`config.mk`:
```
export PLATFORM = sky130hd
export DESIGN_NAME = stochastic_adaptive_neuron_array_core
export DESIGN_NICKNAME = d
export VERILOG_FILES = /design/src/rtl/sana_pkg.sv /design/src/rtl/stochastic_adaptive_neuron_array_core.sv
export SDC_FILE = /design/constraint.sdc
export NUM_CORES = 2
export LEC_CHECK = 0
export ABC_AREA = 1
export ABC_CLOCK_PERIOD_IN_PS = 20700
export BUFFER_PORTS_ARGS = -buffer_cell sky130_fd_sc_hd__buf_2
export CAP_MARGIN = 10
export CELL_PAD_IN_SITES_DETAIL_PLACEMENT = 1
export CELL_PAD_IN_SITES_GLOBAL_PLACEMENT = 1
export CORE_MARGIN = 1.5
export CORE_UTILIZATION = 56
export DETAILED_ROUTE_END_ITERATION = 6
export PLACE_DENSITY_LB_ADDON = 0.1
export SKIP_LAST_GASP = 1
export SYNTH_ARGS = -nofsm -noshare
export SYNTH_HDL_FRONTEND = slang
export SYNTH_SLANG_ARGS = --single-unit
```
`constraint.sdc`:
```
create_clock -name clk_i -period 20.7 [get_ports clk_i]
set_clock_uncertainty 0.05 [all_clocks]
set_input_delay 0 -clock clk_i [delete_from_list [all_inputs] [get_ports clk_i]]
set_output_delay 0 -clock clk_i [all_outputs]
set_load 0.005 [all_outputs]
```
`src/rtl/sana_pkg.sv`:
```
// Shared constants, codes and helpers for the stochastic adaptive neuron array.
// No dependencies; imported by the array core.
`timescale 1ns / 1ps

package sana_pkg;

  // Array size default
  localparam int unsigned NeuronsDef = 16;

  // Stream payload widths
  localparam int unsigned InDataW  = 40;  // 6 + 16 + 16, padded to bytes
  localparam int unsigned OutDataW = 72;  // 7 + 1 + 16 + 16 + 32

  // Configuration port
  localparam int unsigned CfgIdxW  = 2;
  localparam int unsigned CfgDataW = 16;

  // Register reset values
  localparam logic [15:0] RateRst  = 16'd655;
  localparam logic [15:0] ScaleRst = 16'd66;
  localparam logic [15:0] SeedRst  = 16'd44257;

  // Galois LFSR feedback taps
  localparam logic [15:0] LfsrTaps = 16'hB400;

  typedef enum logic {
    CMD_LOAD = 1'b0,
    CMD_TICK = 1'b1
  } cmd_e;

  typedef enum logic [CfgIdxW-1:0] {
    CFG_RATE  = 2'd0,
    CFG_SCALE = 2'd1,
    CFG_SEED  = 2'd2
  } cfg_e;

  // Advance the LFSR by one bit
  function automatic logic [15:0] lfsr_next(input logic [15:0] r);
    logic [15:0] s;
    s = {1'b0, r[15:1]};
    if (r[0]) begin
      s = s ^ LfsrTaps;
    end
    return s;
  endfunction

  // Clamp a 23-bit signed value to the signed 16-bit range
  function automatic logic signed [15:0] sat16(input logic signed [22:0] x);
    logic signed [15:0] y;
    if ((x[22:15] == 8'h00) || (x[22:15] == 8'hFF)) begin
      y = x[15:0];
    end else if (x[22]) begin
      y = 16'sh8000;
    end else begin
      y = 16'sh7FFF;
    end
    return y;
  endfunction

endpackage

```
`src/rtl/stochastic_adaptive_neuron_array_core.sv`:
```
// Stochastic adaptive neuron array: state memories and the per-neuron update pipeline.
// Depends on sana_pkg for codes, widths, LFSR step and saturation.
`timescale 1ns / 1ps

//  Channel  | Direction | Handshake            | Payload
//  ---------+-----------+----------------------+---------------------------------------
//  s_axis   | in        | tvalid / tready      | tuser: command; tdata: index, coef, current
//  m_axis   | out       | tvalid / tready      | tdata: id, spike, v, w, step; tlast
//  cfg      | in        | cfg_we_i (no stall)  | cfg_idx_i, cfg_data_i
//
//  A tick request streams NEURONS results, one per cycle while the result stream is not
//  stalled, through a six-stage pipeline (memory read, a*w, drive*rate, new potential,
//  adaptation and spike products, result register). A stalled result stops the whole
//  pipeline. Reset clears the per-entry valid bits, so memory entries read as zero until
//  written; no clearing pass is needed. Requests are taken only when no tick is in flight.

module stochastic_adaptive_neuron_array_core
  import sana_pkg::*;
#(
  parameter int unsigned NEURONS = NeuronsDef
) (
  input  logic                clk_i,
  input  logic                rst_ni,
  // request stream
  input  logic                s_axis_tvalid_i,
  output logic                s_axis_tready_o,
  input  logic [InDataW-1:0]  s_axis_tdata_i,   // neuron_index[5:0], coefficient[21:6],
                                                 // current[37:22], zero pad[39:38]
  input  logic                s_axis_tuser_i,   // command[0]
  // result stream
  output logic                m_axis_tvalid_o,
  input  logic                m_axis_tready_i,
  output logic [OutDataW-1:0] m_axis_tdata_o,   // neuron_id[6:0], spike[7],
                                                 // potential[23:8], adaptation[39:24],
                                                 // step[71:40]
  output logic                m_axis_tlast_o,
  // configuration writes
  input  logic                cfg_we_i,
  input  logic [CfgIdxW-1:0]  cfg_idx_i,
  input  logic [CfgDataW-1:0] cfg_data_i
);

  localparam int unsigned IdxW = (NEURONS > 1) ? $clog2(NEURONS) : 1;
  localparam logic [IdxW-1:0] LastIdx = IdxW'(NEURONS - 1);

  // Request fields
  logic [5:0]         in_idx;
  logic signed [15:0] in_coef;
  logic signed [15:0] in_cur;
  logic               s_fire;
  logic               is_tick;

  assign in_idx  = s_axis_tdata_i[5:0];
  assign in_coef = s_axis_tdata_i[21:6];
  assign in_cur  = s_axis_tdata_i[37:22];
  assign s_fire  = s_axis_tvalid_i && s_axis_tready_o;
  assign is_tick = (s_axis_tuser_i == CMD_TICK);

  // Configuration and global state
  logic [15:0] rate_q, scale_q, lfsr_q, lfsr_n;
  logic [31:0] step_q;
  logic signed [15:0] cur_q;

  // Issue control
  logic            issuing_q;
  logic [IdxW-1:0] cnt_q;

  // Pipeline valids and indexes
  logic            p1_vld_q, p2_vld_q, p3_vld_q, p4_vld_q, p5_vld_q;
  logic [IdxW-1:0] p1_idx_q, p2_idx_q, p3_idx_q, p4_idx_q, p5_idx_q;
  logic            adv;

  // Memories and valid bits
  logic [31:0] st_mem [NEURONS];
  logic [15:0] cf_mem [NEURONS];
  logic [NEURONS-1:0] st_vld_q, cf_vld_q;
  logic [31:0] st_rd_q;
  logic [15:0] cf_rd_q;
  logic        st_ok_q, cf_ok_q;

  // Pipeline payload
  logic signed [15:0] p1_v, p1_w, p1_a;
  logic signed [31:0] p2_aw_q;
  logic signed [15:0] p2_v_q, p2_w_q;
  logic signed [20:0] p2_drive;
  logic signed [16:0] rate_s, scale_s;
  logic signed [37:0] p3_dp_q;
  logic signed [15:0] p3_v_q, p3_w_q;
  logic signed [22:0] p3_sum;
  logic signed [15:0] p4_vn_q, p4_w_q;
  logic signed [16:0] p4_diff;
  logic signed [33:0] p5_dw_q;
  logic signed [32:0] p5_lhs_q;
  logic signed [15:0] p5_vn_q, p5_w_q;
  logic signed [22:0] p5_wsum;
  logic signed [15:0] p5_wn;
  logic               p5_spike;

  // Output register
  logic                m_vld_q;
  logic [OutDataW-1:0] m_data_q;
  logic                m_last_q;

  // Advance the pipeline unless a result waits
  assign adv = !m_vld_q || m_axis_tready_i;

  // Take a request only with nothing in flight
  assign s_axis_tready_o = !issuing_q && !p1_vld_q && !p2_vld_q && !p3_vld_q
                           && !p4_vld_q && !p5_vld_q;

  assign rate_s  = $signed({1'b0, rate_q});
  assign scale_s = $signed({1'b0, scale_q});

  // Configuration registers, LFSR and step counter
  always_ff @(posedge clk_i or negedge rst_ni) begin
    if (!rst_ni) begin
      rate_q  <= RateRst;
      scale_q <= ScaleRst;
      lfsr_q  <= SeedRst;
      step_q  <= '0;
    end else begin
      if (cfg_we_i) begin
        case (cfg_idx_i)
          CFG_RATE:  rate_q  <= cfg_data_i;
          CFG_SCALE: scale_q <= cfg_data_i;
          CFG_SEED:  lfsr_q  <= cfg_data_i;
          default: ;
        endcase
      end
      if (adv && p5_vld_q) begin
        lfsr_q <= lfsr_n;
        if (p5_idx_q == LastIdx) begin
          step_q <= step_q + 32'd1;
        end
      end
    end
  end

  // Issue counter: walk the neurons once per tick
  always_ff @(posedge clk_i or negedge rst_ni) begin
    if (!rst_ni) begin
      issuing_q <= 1'b0;
      cnt_q     <= '0;
    end else if (s_fire && is_tick) begin
      issuing_q <= 1'b1;
      cnt_q     <= '0;
    end else if (adv && issuing_q) begin
      cnt_q <= cnt_q + IdxW'(1);
      if (cnt_q == LastIdx) begin
        issuing_q <= 1'b0;
      end
    end
  end

  // Latch the shared current of a tick
  always_ff @(posedge clk_i) begin
    if (s_fire && is_tick) begin
      cur_q <= in_cur;
    end
  end

  // Coefficient memory: load writes, tick reads
  always_ff @(posedge clk_i) begin
    if (s_fire && !is_tick && ({1'b0, in_idx} < 7'(NEURONS))) begin
      cf_mem[in_idx[IdxW-1:0]] <= in_coef;
    end
    if (adv && issuing_q) begin
      cf_rd_q <= cf_mem[cnt_q];
    end
  end

  // State memory: read at issue, write back from the last stage
  always_ff @(posedge clk_i) begin
    if (adv && p5_vld_q) begin
      st_mem[p5_idx_q] <= {p5_vn_q, p5_wn};
    end
    if (adv && issuing_q) begin
      st_rd_q <= st_mem[cnt_q];
    end
  end

  // Valid bits: unwritten entries read as zero
  always_ff @(posedge clk_i or negedge rst_ni) begin
    if (!rst_ni) begin
      st_vld_q <= '0;
      cf_vld_q <= '0;
      st_ok_q  <= 1'b0;
      cf_ok_q  <= 1'b0;
    end else begin
      if (s_fire && !is_tick && ({1'b0, in_idx} < 7'(NEURONS))) begin
        cf_vld_q[in_idx[IdxW-1:0]] <= 1'b1;
      end
      if (adv && p5_vld_q) begin
        st_vld_q[p5_idx_q] <= 1'b1;
      end
      if (adv && issuing_q) begin
        st_ok_q <= st_vld_q[cnt_q];
        cf_ok_q <= cf_vld_q[cnt_q];
      end
    end
  end

  // Pipeline valid chain
  always_ff @(posedge clk_i or negedge rst_ni) begin
    if (!rst_ni) begin
      p1_vld_q <= 1'b0;
      p2_vld_q <= 1'b0;
      p3_vld_q <= 1'b0;
      p4_vld_q <= 1'b0;
      p5_vld_q <= 1'b0;
      m_vld_q  <= 1'b0;
    end else if (adv) begin
      p1_vld_q <= issuing_q;
      p2_vld_q <= p1_vld_q;
      p3_vld_q <= p2_vld_q;
      p4_vld_q <= p3_vld_q;
      p5_vld_q <= p4_vld_q;
      m_vld_q  <= p5_vld_q;
    end
  end

  // Stage 1: mask memory data, form a*w
  assign p1_v = st_ok_q ? $signed(st_rd_q[31:16]) : 16'sd0;
  assign p1_w = st_ok_q ? $signed(st_rd_q[15:0]) : 16'sd0;
  assign p1_a = cf_ok_q ? $signed(cf_rd_q) : 16'sd0;

  // Stage 2: drive = current - v - floor(a*w / 4096)
  assign p2_drive = {{5{cur_q[15]}}, cur_q} - {{5{p2_v_q[15]}}, p2_v_q}
                    - {p2_aw_q[31], p2_aw_q[31:12]};

  // Stage 3: new potential
  assign p3_sum = {{7{p3_v_q[15]}}, p3_v_q} + {p3_dp_q[37], p3_dp_q[37:16]};

  // Stage 4: adaptation error
  assign p4_diff = {p4_vn_q[15], p4_vn_q} - {p4_w_q[15], p4_w_q};

  // Stage 5: new adaptation and spike test against the next draw
  assign p5_wsum  = {{7{p5_w_q[15]}}, p5_w_q} + {{5{p5_dw_q[33]}}, p5_dw_q[33:16]};
  assign p5_wn    = sat16(p5_wsum);
  assign lfsr_n   = lfsr_next(lfsr_q);
  assign p5_spike = p5_lhs_q > $signed({5'b0, lfsr_n, 12'b0});

  // Pipeline payload registers
  always_ff @(posedge clk_i) begin
    if (adv) begin
      p1_idx_q <= cnt_q;
      p2_idx_q <= p1_idx_q;
      p2_aw_q  <= p1_a * p1_w;
      p2_v_q   <= p1_v;
      p2_w_q   <= p1_w;
      p3_idx_q <= p2_idx_q;
      p3_dp_q  <= p2_drive * rate_s;
      p3_v_q   <= p2_v_q;
      p3_w_q   <= p2_w_q;
      p4_idx_q <= p3_idx_q;
      p4_vn_q  <= sat16(p3_sum);
      p4_w_q   <= p3_w_q;
      p5_idx_q <= p4_idx_q;
      p5_dw_q  <= p4_diff * rate_s;
      p5_lhs_q <= p4_vn_q * scale_s;
      p5_vn_q  <= p4_vn_q;
      p5_w_q   <= p4_w_q;
    end
  end

  // Result register
  always_ff @(posedge clk_i) begin
    if (adv && p5_vld_q) begin
      m_data_q <= {step_q, p5_wn, p5_vn_q, p5_spike, 7'(p5_idx_q) + 7'd1};
      m_last_q <= (p5_idx_q == LastIdx);
    end
  end

  assign m_axis_tvalid_o = m_vld_q;
  assign m_axis_tdata_o  = m_data_q;
  assign m_axis_tlast_o  = m_last_q;

endmodule

```
==> impl_metrics.toml <==
[status]
outcome = "finished, final reports clean"

[setup_path]
cp_top_family = "adder cells"
reg2reg_setup_slack_ns = 11.44
cp_slowest_cell = "nor4_1"
cp.arrival_ns = 9.72
cp_num_buf_inv = 5
r2r_cells = 30
timing.rr.start = "p2_v_q[6]"
timing.rr.end = "p3_dp_q[21]"
worstSetupPathType = "reg2reg"
required_ns = 21.16
path_depth = 30
cp_common_cell = "nand2_1"
end_kind = "flop"
start_kind = "flop"
cp_max_fo = 12
max_stage_delay_ns = 0.61

[yosys]
synth_seq_cells = 1268
synth_edf_count = 1143
synth-seq-area-share = 0.3972
synth_top_area_frac = 0.3638
ys_types = 63
synth_top_area_cell = "edfxtp_1"
syn_area_per_cell_sq_um = 10.03
syn_inst = 9402
synth.area.top_cells = "edfxtp_1 36%, fa_1 23%, inv_1 7.2%, ha_1 6.3%, nand2_1 6.0%"
yosysWarnings = 0
async_reset_ff_frac = 0.09858
netlist_area_sq_um = 94340
synth_flop_cell = "edfxtp_1"

[global_routing]
grt_max_degree = 147
antenna_found_initial = 11
grt_pass1_vias = 77460
overflow = 0
grt_usage = 0.3564
grt_first_pass_wirelength_mm = 456.8

[clocking]
clock_path_buffers = 3
cts_root_buffer = "clkbuf_16"
cts_setup_buffers = 0
numCtsBuffers = 137
htreeDepth = 4
cts_hold_buf = 86
cts-resized-gates = 0
insertion_delay_ns = 0.81
clock_sinks = 1268
path_clk_slew_ns = 0.06
cts_tree = "done"

[layout]
synthToLayoutAreaGrowth_pct = 8.593
fillCellCount = 18160
stdcell_area_sq_um = 102400
drive_gt1_frac = 0.06063
nNetsFinal = 11120

[timing]
period_minus_slack_ns = 9.260
slew_viol_final = 0
fmax_mhz = 108.0
setup_viol = 0
min_period_over_period = 0.4473
rsz0062_at_grt = "false"
tightest_slew_ns = 1.218
tns_ns = 0
slew_headroom = 0.1883
finalHoldViolCount = 0

[floorplanning]
die_y_um = 413.4
start_util = 0.5641
die-area_sq_um = 170900
rows = 150
num_io_pins = 139
core-area_sq_um = 167200
die_w_um = 413.4

[placement]
gp_congestion = 0.9080
place_hpwl_mm = 212.0
placed_cell_area_sq_um = 97210
portBuffers = 134

[drt]
drc_errors = 0
routed_wl_mm = 299.0
drtIter0Drc = 5498
num_vias = 69700
viasPerCell = 5.902
ant_nets = 0
drt-pass1-iter-count = 6
wl_per_cell_um = 25.32

[min_path]
hold_end = "cf_mem[2][14]"
whs_path_depth = 2
holdCritStartpoint = "s_axis_tdata_i[20]"
worstHoldPathType = "in2reg"

[job]
drv_cap = 0
==> synth_stat cells, types with 68 or more instances <==
cell type  number
nor2_1        975
xor2_1        115
nand2_1      1516
ha_1          478
dfrtp_1       109
o221ai_1      143
edfxtp_1     1143
o21ai_0       590
inv_1        1818
fa_1         1083
clkbuf_1      299
a21oi_1       220
nand3_1       266
xnor2_1        68
==> routing by layer <==
metal,wire length (um),track usage
met5,69,0
met4,15550,0.1721
met3,19040,0.05723
met2,150400,0.6160
met1,113900,0.4352
==> worst max path at each step <==
stage / start / to
after floorplan: m_axis_tvalid_o / cf_rd_q[0]
after global placement: p2_v_q[10] / p3_dp_q[21]
after detailed placement: p2_v_q[6] / p3_dp_q[21]
after CTS: p2_v_q[6] / p3_dp_q[21]
after global routing: p2_v_q[15] / p3_dp_q[37]
final: p2_v_q[6] / p3_dp_q[21]
==> registers in the layout (all words and copies together), names as in the netlist, 18 cells and up <==
register,count
p3_dp_q,22
p2_aw_q,20
p5_dw_q,18
step_q,32
p5_lhs_q,33
cf_mem,256
st_rd_q,32
m_axis_tdata_o,70
st_mem,512
==> cell families (layout without fill, tap and decap cells) <==
kind of cell | Yosys count | in the layout | share of synthesized area
other | 1 | 6 | 0.00003975
and+or+nand+nor | 2985 | 2985 | 0.1292
DFF | 1268 | 1268 | 0.3972
adders and majority gates | 1561 | 1561 | 0.2932
buffers and inverters | 2213 | 2410 | 0.08897
AOI/OAI and AO/OA | 1191 | 1191 | 0.07439
xor gates and xnor gates | 183 | 183 | 0.01699
==> worst register-to-register path, delay by kind of cell (launching register included) <==
family | cells | cell delay [ns]
buffers and inverters | 5 | 0.39
AND/OR/NAND/NOR | 12 | 2.76
AO/OA/AOI/OAI | 3 | 0.66
flip-flops | 1 | 0.48
XOR/XNOR | 1 | 0.49
adder cells (fa/ha/maj) | 9 | 4.15
==> area by class of cell <==
cell class                 instances  area [sq um]  share of cell area
antenna                            4         10.01          0.00009771
clock buffer                     176          3701             0.03613
clock inverter                    70         639.4            0.006241
inverter                        1854          6972             0.06805
multi-input combinational       5922         48640              0.4748
sequential                      1268         37480              0.3659
tap                             2204          2758             0.02692
timing repair buffer             310          2243             0.02190
==> cell usage in the layout (no fill, tap or decap), types with 64 or more instances in the layout <==
cell type / Yosys / final
a21oi_1: 220 / 220
buf_2: 36 / 133
buf_4: 6 / 89
clkbuf_16: 0 / 142
dfrtp_1: 109 / 105
dlygate4sd3_1: 0 / 85
edfxtp_1: 1143 / 1143
fa_1: 1083 / 1083
ha_1: 478 / 478
inv_1: 1818 / 1815
nand2_1: 1516 / 1515
nand3_1: 266 / 266
nor2_1: 975 / 947
o211ai_1: 64 / 64
o21ai_0: 590 / 590
o221ai_1: 143 / 143
or2_2: 64 / 64
xnor2_1: 68 / 67
xor2_1: 115 / 115
==> through the flow <==
step                hold slack (ns)  std cells    util  setup WS [ns]
global placement            0.03563      11470  0.5813          11.83
detailed placement          0.04263      11470  0.5813          11.68
global route                0.08146      11810  0.6126          11.09
floorplan                   -0.3456       9403       -          10.28
CTS                         0.03996      11800  0.6125          11.65
finish                      0.08888      11810  0.6126          11.44
Power is not shown: default switching activity piles up to over one toggle a cycle in this logic, so the estimate is an artifact.
